**config.mk**
```make
export PLATFORM = sky130hd
export DESIGN_NAME = stepper_phase_sequencer
export DESIGN_NICKNAME = d
export VERILOG_FILES = /design/src/rtl/sps_pkg.sv /design/src/rtl/stepper_phase_sequencer.sv
export SDC_FILE = /design/constraint.sdc
export NUM_CORES = 1
export LEC_CHECK = 0
export BUFFER_PORTS_ARGS = -buffer_cell sky130_fd_sc_hd__buf_2
export CORE_MARGIN = 2
export CORE_UTILIZATION = 40
export CTS_CLUSTER_DIAMETER = 60
export DETAILED_ROUTE_END_ITERATION = 12
export GPL_TIMING_DRIVEN = 0
export PLACE_DENSITY_LB_ADDON = 0.1
export SETUP_SLACK_MARGIN = 0.2
export SYNTH_ARGS = -nofsm -noshare
export SYNTH_HDL_FRONTEND = slang
export SYNTH_SLANG_ARGS = --single-unit
```
**constraint.sdc**
```tcl
create_clock -name clk_i -period 8.3 [get_ports clk_i]
set_input_delay 0 -clock clk_i [delete_from_list [all_inputs] [get_ports clk_i]]
set_output_delay 0 -clock clk_i [all_outputs]
set_load 0.05 [all_outputs]
```
**src/rtl/sps_pkg.sv**
```systemverilog
// Package for the stepper phase sequencer: item codes, mode codes, register map,
// step-count constants, coil pattern tables and the result record.
// No dependencies.
package sps_pkg;

  // Steps per quarter rotation of the motor.
  localparam int unsigned SPQ = 512;

  localparam int unsigned STEPS_W   = 26;
  localparam logic [STEPS_W-1:0] STEPS_MAX = {STEPS_W{1'b1}};

  // |amount| needs one more bit than the field, for -32768.
  localparam int unsigned MAG_W  = 17;
  localparam int unsigned SPQ_W  = $clog2(SPQ + 1);
  localparam int unsigned QTR_W  = MAG_W + SPQ_W + 1;

  // Degrees: mag * SPQ * 4 / 360 = mag * SPQ / 90, and mag * SPQ / 45 in half step.
  // mag * SPQ / 45 is taken as (mag * DEG_MULT) >> DEG_SHIFT, exact for mag < 2^17.
  localparam int unsigned DEG_SHIFT  = 24;
  localparam int unsigned DEG_MULT_W = 32;
  localparam logic [DEG_MULT_W-1:0] DEG_MULT =
    DEG_MULT_W'((64'(SPQ) * (64'd1 << DEG_SHIFT) + 64'd44) / 64'd45);
  localparam int unsigned DEG_PW = MAG_W + DEG_MULT_W;
  localparam int unsigned DEG_QW = DEG_PW - DEG_SHIFT;

  typedef enum logic [1:0] {
    KIND_TICK    = 2'd0,
    KIND_STEPS   = 2'd1,
    KIND_QUARTER = 2'd2,
    KIND_DEGREES = 2'd3
  } kind_e;

  localparam logic [1:0] MODE_WAVE = 2'd0;
  localparam logic [1:0] MODE_FULL = 2'd1;
  localparam logic [1:0] MODE_HALF = 2'd2;

  localparam logic REG_MODE     = 1'b0;
  localparam logic REG_DURATION = 1'b1;

  localparam logic [1:0]  MODE_RESET     = MODE_WAVE;
  localparam logic [15:0] DURATION_RESET = 16'd3;

  typedef struct packed {
    logic [3:0] coils;
    logic       busy;
    logic       done;
    logic       rejected;
  } result_t;

  function automatic logic [3:0] pattern_for(input logic [1:0] mode, input logic [2:0] ph);
    logic [3:0] pat;
    pat = 4'h0;
    if (mode == MODE_WAVE) begin
      case (ph[1:0])
        2'd0:    pat = 4'h8;
        2'd1:    pat = 4'h4;
        2'd2:    pat = 4'h2;
        default: pat = 4'h1;
      endcase
    end else if (mode == MODE_FULL) begin
      case (ph[1:0])
        2'd0:    pat = 4'hC;
        2'd1:    pat = 4'h6;
        2'd2:    pat = 4'h3;
        default: pat = 4'h9;
      endcase
    end else begin
      case (ph)
        3'd0:    pat = 4'h8;
        3'd1:    pat = 4'hC;
        3'd2:    pat = 4'h4;
        3'd3:    pat = 4'h6;
        3'd4:    pat = 4'h2;
        3'd5:    pat = 4'h3;
        3'd6:    pat = 4'h1;
        default: pat = 4'h9;
      endcase
    end
    return pat;
  endfunction

endpackage

```
**src/rtl/stepper_phase_sequencer.sv**
```systemverilog
// Top level of the stepper phase sequencer: command and tick handling, APB
// register port and a two-entry output buffer. Uses sps_pkg.

// One item (tick or move command) is taken per clock while not stalled and
// gives one result. State update and result are worked out in the transfer
// cycle; the result is then registered in the output register. A second entry
// holds a result when the output stalls, so in_stall_o rises only when both are
// full. Degree moves use one constant multiplier in that same cycle. Registers
// must be written over APB only while no item is in flight (not enforced).
module stepper_phase_sequencer (
  input  logic        clk_i,
  input  logic        rst_ni,
  input  logic        in_valid_i,
  output logic        in_stall_o,
  input  logic [1:0]  kind_i,
  input  logic signed [15:0] amount_i,
  output logic        out_valid_o,
  input  logic        out_stall_i,
  output logic [3:0]  coils_o,
  output logic        busy_res_o,
  output logic        move_done_o,
  output logic        rejected_o,
  input  logic        psel,
  input  logic        penable,
  input  logic        pwrite,
  input  logic [2:0]  paddr,
  input  logic [31:0] pwdata,
  output logic [31:0] prdata,
  output logic        pready
);

  // configuration
  logic [1:0]  mode_q;
  logic [15:0] duration_q;

  // motion state
  logic [2:0]                  phase_q, phase_d;
  logic [sps_pkg::STEPS_W-1:0] remain_q, remain_d;
  logic                        rev_q, rev_d;
  logic [15:0]                 hold_q, hold_d;
  logic [3:0]                  pattern_q, pattern_d;
  logic                        moving_q, moving_d;

  // output buffer
  logic             out_valid_q, skid_valid_q;
  sps_pkg::result_t out_q, skid_q;
  sps_pkg::result_t res;

  logic in_fire, out_fire, cfg_wr;

  assign pready   = 1'b1;
  assign cfg_wr   = psel & penable & pwrite;
  assign in_stall_o = skid_valid_q;
  assign in_fire  = in_valid_i & ~skid_valid_q;
  assign out_fire = out_valid_q & ~out_stall_i;

  always_comb begin
    case (paddr[2])
      sps_pkg::REG_MODE:     prdata = {30'd0, mode_q};
      sps_pkg::REG_DURATION: prdata = {16'd0, duration_q};
      default:               prdata = 32'd0;
    endcase
  end

  always_ff @(posedge clk_i or negedge rst_ni) begin
    if (!rst_ni) begin
      mode_q     <= sps_pkg::MODE_RESET;
      duration_q <= sps_pkg::DURATION_RESET;
    end else if (cfg_wr) begin
      case (paddr[2])
        sps_pkg::REG_MODE:     mode_q     <= pwdata[1:0];
        sps_pkg::REG_DURATION: duration_q <= pwdata[15:0];
        default: ;
      endcase
    end
  end

  // move size conversion
  logic                        neg, half;
  logic [sps_pkg::MAG_W-1:0]   mag;
  logic [sps_pkg::QTR_W-1:0]   qtr_steps;
  logic [sps_pkg::DEG_PW-1:0]  deg_prod;
  logic [sps_pkg::DEG_QW-1:0]  deg_q45, deg_steps;
  logic [sps_pkg::STEPS_W-1:0] steps;

  assign neg  = amount_i[15];
  assign mag  = neg ? (sps_pkg::MAG_W'(0) - sps_pkg::MAG_W'(amount_i))
                    : sps_pkg::MAG_W'(amount_i);
  assign half = mode_q >= sps_pkg::MODE_HALF;

  always_comb begin
    qtr_steps = sps_pkg::QTR_W'(mag) * sps_pkg::QTR_W'(sps_pkg::SPQ);
    if (half) qtr_steps = qtr_steps << 1;
    deg_prod  = sps_pkg::DEG_PW'(mag) * sps_pkg::DEG_PW'(sps_pkg::DEG_MULT);
    deg_q45   = deg_prod[sps_pkg::DEG_PW-1:sps_pkg::DEG_SHIFT];
    deg_steps = half ? deg_q45 : (deg_q45 >> 1);
    case (sps_pkg::kind_e'(kind_i))
      sps_pkg::KIND_QUARTER:
        steps = (qtr_steps > sps_pkg::QTR_W'(sps_pkg::STEPS_MAX)) ? sps_pkg::STEPS_MAX
                : qtr_steps[sps_pkg::STEPS_W-1:0];
      sps_pkg::KIND_DEGREES: steps = sps_pkg::STEPS_W'(deg_steps);
      default:               steps = sps_pkg::STEPS_W'(mag);
    endcase
  end

  // per-item state update and result
  logic [2:0]  phase_step;
  logic        step_start;
  logic [3:0]  shown_pat;
  logic [15:0] hold_load;

  always_comb begin
    phase_d   = phase_q;
    remain_d  = remain_q;
    rev_d     = rev_q;
    hold_d    = hold_q;
    pattern_d = pattern_q;
    moving_d  = moving_q;
    res       = '0;
    res.coils = pattern_q;

    step_start = hold_q == 16'd0;
    phase_step = rev_q ? phase_q + 3'd1 : phase_q - 3'd1;
    shown_pat  = step_start ? sps_pkg::pattern_for(mode_q, phase_step) : pattern_q;
    hold_load  = !step_start ? hold_q :
                 (duration_q == 16'd0) ? 16'd1 : duration_q;

    case (sps_pkg::kind_e'(kind_i))
      sps_pkg::KIND_TICK: begin
        if (moving_q) begin
          if (step_start) phase_d = phase_step;
          pattern_d = shown_pat;
          res.coils = shown_pat;
          hold_d    = hold_load - 16'd1;
          if (hold_d == 16'd0) begin
            remain_d = remain_q - sps_pkg::STEPS_W'(1);
            if (remain_d == '0) begin
              moving_d  = 1'b0;
              pattern_d = 4'h0;
              res.done  = 1'b1;
            end
          end
        end
      end
      default: begin
        if (moving_q) begin
          res.rejected = 1'b1;
        end else if (steps != '0) begin
          remain_d = steps;
          rev_d    = neg;
          hold_d   = 16'd0;
          moving_d = 1'b1;
        end
      end
    endcase
    res.busy = moving_d;
  end

  always_ff @(posedge clk_i or negedge rst_ni) begin
    if (!rst_ni) begin
      phase_q   <= '0;
      remain_q  <= '0;
      rev_q     <= 1'b0;
      hold_q    <= '0;
      pattern_q <= '0;
      moving_q  <= 1'b0;
    end else if (in_fire) begin
      phase_q   <= phase_d;
      remain_q  <= remain_d;
      rev_q     <= rev_d;
      hold_q    <= hold_d;
      pattern_q <= pattern_d;
      moving_q  <= moving_d;
    end
  end

  // output register plus skid entry
  always_ff @(posedge clk_i or negedge rst_ni) begin
    if (!rst_ni) begin
      out_valid_q  <= 1'b0;
      skid_valid_q <= 1'b0;
    end else if (skid_valid_q) begin
      if (out_fire) skid_valid_q <= 1'b0;
    end else if (in_fire) begin
      if (out_valid_q && !out_fire) skid_valid_q <= 1'b1;
      else                          out_valid_q  <= 1'b1;
    end else if (out_fire) begin
      out_valid_q <= 1'b0;
    end
  end

  always_ff @(posedge clk_i) begin
    if (skid_valid_q) begin
      if (out_fire) out_q <= skid_q;
    end else if (in_fire) begin
      if (out_valid_q && !out_fire) skid_q <= res;
      else                          out_q  <= res;
    end
  end

  assign out_valid_o = out_valid_q;
  assign coils_o     = out_q.coils;
  assign busy_res_o  = out_q.busy;
  assign move_done_o = out_q.done;
  assign rejected_o  = out_q.rejected;

endmodule
```
==> impl_metrics.py, run 1 <==
metrics = {
    "outcome": {
        "status": "complete, no violations",
    },
    "synthesis": {
        "synth_top_cell_by_area": "fa_1",
        "syn_std_cell_area_um2": 13100,
        "synth_edf_count": 14,
        "ys_seq_elements": 85,
        "asyncSetResetFlopFracSynth_pct": 83.5,
        "yosysWarnings": 0,
        "ys_seq_area_share_pct": 16.8,
        "synth_cell_types": 87,
        "postSynthAreaPerCell_um2": 8.34,
        "synth_top_cells_by_count": "209 x inv_1, 153 x ha_1, 128 x nand2_1",
        "synthDominantCellAreaShare_pct": 15.0,
        "synthesis.instances": 1565,
        "post-synth-top-count-cell": "inv_1",
        "synth_area_leaders": "fa_1 15%, ha_1 15%, dfrtp_1 13%",
        "ys.flop_type": "dfrtp_1",
    },
    "cts": {
        "cts-buffers-inserted": 9,
        "cts.sink_count": 85,
        "clock_network_latency_to_the_later_pin_of_the_worst_skew_pair_ns": 0.35,
        "cts_root_buf": "clkbuf_16",
        "htree_levels": 3,
        "tritoncts": "yes",
        "max-clock-path-buffers": 2,
        "clkSlewWorstSetupHoldPaths_ns": 0.06,
    },
    "critical_path": {
        "r2r-start": "hold_q[10]",
        "timing.critical_path.to": "remain_q[13]",
        "critPathSlowestCell": "fa_1",
        "cp.arrival_ns": 8.30,
        "ff2ff_setup_slack_ns": 2.36,
        "critical_path.max_fanout": 7,
        "endpoint_kind_of_the_worst_setup_timing_path": "flop",
        "critPathKind": "input pin to flop",
        "slowest_delay_ns": 0.55,
        "timing.rr.end": "busy_res_o",
        "worst_r2r_path_depth": 19,
        "cp.required_ns": 8.53,
        "cp-start-kind": "input pin",
        "timing.critical_path.from": "amount_i[5]",
    },
    "timing": {
        "layout_setup_ws_ns": 0.233,
        "fin_tns_setup_ns": 0,
        "maxClockFrequency_mhz": 124,
        "final_period_demand_of_the_worst_path_ns": 8.07,
        "setup_viol": 0,
        "fin_worst_skew_ns": 0.00952,
        "unrepaired_setup_endpoints_after_global_routing": "true",
        "max_slew.worst_pin.slew_ns": 1.36,
        "drv_slew": 0,
        "min_period_over_period_pct": 97.2,
        "slew_headroom_pct": 8.69,
        "final-hold-violation-count": 0,
    },
    "global_route": {
        "grt_first_pass_wirelength_um": 69200,
        "pin_count_of_the_biggest_net_entering_global_routing": 52,
        "via_count_of_the_first_global_routing_pass": 12044,
        "overflow": 0,
        "global_route.usage.total_pct": 26.6,
        "antenna_found_initial": 1,
    },
    "layout": {
        "final_util_pct": 50.3,
        "final.fill_count": 3227,
        "layout.nets": 2070,
        "final-instance-count-excl-fill": 2207,
        "syn2layout_area_growth_pct": 24.7,
        "final_layout_size_suffix_gt1_share_pct": 22.1,
    },
    "placed_design": {
        "hpwlAfterDp_um": 36000,
        "place.port_buffers": 62,
        "gp_congestion": 0.977,
        "dp_slack_ns": -1.72,
        "dp.cells": 2091,
    },
    "routing": {
        "drtIter0Drc": 737,
        "wire_per_inst_um": 20.5,
        "drt.antenna.violating_nets": 0,
        "detail_route.first_pass.iterations": 7,
        "drt-vias-per-instance": 5.61,
        "via_count": 12387,
        "postRouteWirelength_um": 45200,
        "drc": 0,
    },
    "floorplanning": {
        "fp-row-count": 66,
        "coreArea_um2": 32400,
        "chipHeight_um": 185,
        "chipWidth_um": 185,
        "initial_utilization_pct": 40.3,
        "ios": 102,
        "fp.dieArea_um2": 34100,
    },
    "min_path": {
        "holdCritPathClass": "input pin to flop",
    },
    "job": {
        "maxCapViolations": 0,
    },
}
## layer usage
metal	vias to the layer above	track usage, %	routed length, µm
met5	-	0	0
met3	93	2.11	1700
met2	375	46.2	22600
met4	0	9.90	1620
met1	6040	34.4	19300
li1	5879	-	-
## state kept, by name, indices dropped and copies added, names as in the netlist
name and flops:
mode_q 2, coils_o 4, duration_q 16, remain_q 26, skid_q 7, in_stall_o 1
rejected_o 1, busy_res_o 1, rev_q 1, hold_q 16, move_done_o 1, moving_q 1
pattern_q 4, out_valid_o 1, phase_q 3
## cell type report
cell class	count	area, µm²	area share [%]
inverters	209	807	4.96
multi-input cells	1208	10600	65.2
repair buffers	162	1260	7.77
diodes	1	2.50	0.0154
clock inverters	5	81.3	0.499
flip-flops and latches	85	2200	13.5
well taps	442	553	3.40
clock buffers	11	243	1.49
plain buffers	84	514	3.16
## timing repair
item                                    in CTS  in global routing
setup buffers                               37                 40
endpoints found under the hold margin       89                  0
pin swaps                                   39                 73
gates cloned                                 0                  2
endpoints found under the setup margin      46                 46
hold buffers                                20                  0
gates resized for setup                     93                160
## through the flow
stage / hold slack (ns) / area, µm²
2_1_floorplan: -0.296 / 13200
3_5_place_dp: -0.0723 / 14100
3_3_place_gp: 0.233 / 14100
4_1_cts: 0.0604 / 15300
5_1_grt: 0.0827 / 16300
6_report: 0.0616 / 16300
## critical path, delay by kind of cell
family	cells	cell delay, ns
AO/OA/AOI/OAI	10	1.83
buffers and inverters	11	1.17
AND/OR/NAND/NOR	5	1.97
adder cells (fa/ha/maj)	7	3.04
XOR/XNOR	1	0.26
## worst min-delay path by stage
stage / startpoint / to / slack, ns / cells after the start
2_1_floorplan: rst_ni / duration_q[10] / -0.30 / 0
3_3_place_gp: pwdata[9] / duration_q[9] / 0.23 / 2
3_5_place_dp: rst_ni / remain_q[11] / -0.07 / 1
4_1_cts: penable / mode_q[0] / 0.06 / 3
5_1_grt: pwrite / mode_q[0] / 0.08 / 3
6_report: penable / mode_q[0] / 0.06 / 3
## layout by cell type (no fill, tap or decap), types with 45 or more instances in the layout
| master | n |
|---|---|
| a21oi_1 | 87 |
| buf_2 | 57 |
| buf_4 | 90 |
| clkbuf_1 | 45 |
| dfrtp_1 | 69 |
| fa_1 | 97 |
| ha_1 | 138 |
| inv_1 | 191 |
| nand2_1 | 124 |
| nor2_1 | 90 |
| o21ai_0 | 72 |
## logic make-up after synthesis
kind of cell	share of synthesized area, %
adder cells (fa/ha/maj)	29.7
flip-flops	16.8
AND/OR/NAND/NOR	17.4
XOR/XNOR	3.15
other	0.0575
buffers and inverters	8.98
AO/OA/AOI/OAI	20.2
multiplexers	3.71
Power of run 1 is not shown: default switching activity piles up to over one toggle a cycle in this logic, so the estimate is an artifact.
==> run 2: changes to the inputs <==
--- a/config.mk
+++ b/config.mk
@@ -13,3 +13,3 @@
 export GPL_TIMING_DRIVEN = 0
-export PLACE_DENSITY_LB_ADDON = 0.1
+export PLACE_DENSITY = 0.55
 export SETUP_SLACK_MARGIN = 0.2
==> constraint.sdc (replaced) <==
create_clock -name clk_i -period 8.3 [get_ports clk_i]
set_input_delay 0.83 -clock clk_i [delete_from_list [all_inputs] [get_ports clk_i]]
set_output_delay 0.83 -clock clk_i [all_outputs]
set_load 0.05 [all_outputs]
==> run 2 against run 1 <==
Compared with the run above:
- the flow now finishes with violations (setup timing)
- hold slack gained 0.24 ns
- critical path depth down 2
- die area stayed put
- register-to-register slack worse by 0.05 ns
- sequential share of layout area fell by 0.12 points
- cell count down 0.72%
- utilization up 0.46 points
- maximum frequency shrank 8.0%
- highest routed layer is now met5
==> impl_metrics.py, run 2 (synthesis results as in run 1) <==
metrics = {
    "critical_path": {
        "cp.arrival_ns": 8.88,
        "ff2ff_setup_slack_ns": 2.31,
        "endpoint_kind_of_the_worst_setup_timing_path": "flop",
        "worst_r2r_path_depth": 19,
        "r2r-start": "hold_q[6]",
        "critPathSlowestCell": "fa_2",
        "timing.rr.end": "busy_res_o",
        "critPathKind": "input pin to flop",
        "slowest_delay_ns": 0.59,
        "cp.required_ns": 8.41,
        "crit_top_cell": "ha_4",
        "critical_path.max_fanout": 10,
        "cp-start-kind": "input pin",
    },
    "layout": {
        "top_register": "remain_q",
        "layout.area.seq_um2": 2200,
        "layout_commonest_cell": "inv_1",
        "multi_input_logic_area_um2": 10900,
        "final.fill_count": 3188,
        "largest_register_ffs": 26,
        "antenna_cells_inserted": 0,
        "layout.cells.most_common_list": "185 x inv_1, 132 x ha_1, 121 x nand2_1",
        "layout.cell_area.non_filler_um2": 16400,
        "reg_top3": "remain_q (26), duration_q (16), hold_q (16)",
        "syn2layout_area_growth_pct": 25.8,
        "final_layout_size_suffix_gt1_share_pct": 25.5,
        "layout.nets": 2055,
    },
    "timing": {
        "unrepaired_setup_endpoints_after_global_routing": "true",
        "final-hold-violation-count": 0,
        "maxClockFrequency_mhz": 114,
        "slew_headroom_pct": 20.7,
        "setup_viol": 46,
        "max_slew.worst_pin.slew_ns": 1.18,
        "fin_worst_skew_ns": 0.0118,
        "min_period_over_period_pct": 106,
        "drv_slew": 0,
        "layout_setup_ws_ns": -0.472,
        "fin_worst_hold_slack_ns": 0.301,
        "fin_tns_setup_ns": -17.41,
        "final_period_demand_of_the_worst_path_ns": 8.77,
    },
    "routing": {
        "wire_per_inst_um": 20.4,
        "drt.antenna.violating_nets": 0,
        "drc": 0,
        "detail_route.first_pass.iterations": 6,
        "drt-vias-per-instance": 5.63,
        "postRouteWirelength_um": 44600,
        "via_count": 12343,
        "drtIter0Drc": 947,
    },
    "global_route": {
        "via_count_of_the_first_global_routing_pass": 11905,
        "grt_first_pass_wirelength_um": 67800,
        "global_route.usage.total_pct": 26.1,
        "overflow": 0,
        "antenna_found_initial": 1,
        "pin_count_of_the_biggest_net_entering_global_routing": 62,
    },
    "floorplanning": {
        "ios": 102,
        "chipHeight_um": 185,
        "coreArea_um2": 32400,
        "initial_utilization_pct": 40.3,
        "fp.dieArea_um2": 34100,
        "chipWidth_um": 185,
        "fp-row-count": 66,
    },
    "placed_design": {
        "hpwlAfterDp_um": 35700,
        "gp_congestion": 0.946,
        "detailed_place.area_um2": 14400,
        "place.port_buffers": 62,
    },
    "min_path": {
        "holdCritPathClass": "input pin to asynchronous set/reset pin",
    },
    "job": {
        "maxCapViolations": 0,
    },
    "cts": {
        "clkSlewWorstSetupHoldPaths_ns": 0.07,
        "max-clock-path-buffers": 2,
        "cts-buffers-inserted": 9,
        "cts.sink_count": 85,
        "cts_root_buf": "clkbuf_16",
        "tritoncts": "yes",
        "htree_levels": 3,
        "clock_network_latency_to_the_later_pin_of_the_worst_skew_pair_ns": 0.36,
    },
    "outcome": {
        "failed_checks": "setup timing",
        "status": "finished, violations left",
    },
}
-- run 2: worst max-delay path: cells and delay by family --
kind / cells / cell delay, ns
AND/OR/NAND/NOR: 5 / 1.85
buffers and inverters: 8 / 0.82
XOR/XNOR: 1 / 0.27
AO/OA/AOI/OAI: 8 / 1.66
adder cells (fa/ha/maj): 8 / 2.96
multiplexers: 2 / 0.47
-- run 2: area by class of cell --
cell class / count / share of cell area, %
inverter: 209 / 4.93
sequential: 85 / 13.4
timing repair buffer: 147 / 6.96
multi-input combinational: 1208 / 66.3
buffer: 84 / 3.30
tap: 442 / 3.37
clock inverter: 4 / 0.312
clock buffer: 12 / 1.44
-- run 2: metrics by stage --
stage / util, % / setup WS [ns] / cells
4_1_cts: 48.3 / -0.646 / 2156
3_3_place_gp: 44.3 / -2.12 / 2090
6_report: 50.8 / -0.472 / 2191
3_5_place_dp: 44.4 / -2.18 / 2091
2_1_floorplan: - / -0.107 / 1586
5_1_grt: 50.8 / -0.667 / 2191
-- run 2: how the worst max path moves through the flow --
stage,from,to,slack (ns),cells past startpoint
floorplan,amount_i[0],busy_res_o,-0.11,33
global placement,amount_i[0],remain_q[9],-2.12,30
detailed placement,amount_i[0],remain_q[9],-2.18,30
CTS,amount_i[5],busy_res_o,-0.65,31
global route,amount_i[0],busy_res_o,-0.67,30
finish,amount_i[0],busy_res_o,-0.47,32
-- run 2: repair_timing --
action / in CTS / in global routing
endpoints found under the setup margin: 46 / 46
buffers inserted: 46 / 35
cloned: 3 / 0
resized for setup: 137 / 130
pin swaps: 54 / 72
hold buffers: 0 / 0
-- run 2: layer usage --
layer  vias up  share of wire [%]  global-route usage, %
met4         2                4.2                   11.4
met3        97                4.7                   3.34
li1       5848                  -                      -
met2       377                 49                   44.1
met5         -              0.020                      0
met1      6019                 42                   33.5
Power of run 2 is left out for the same reason.
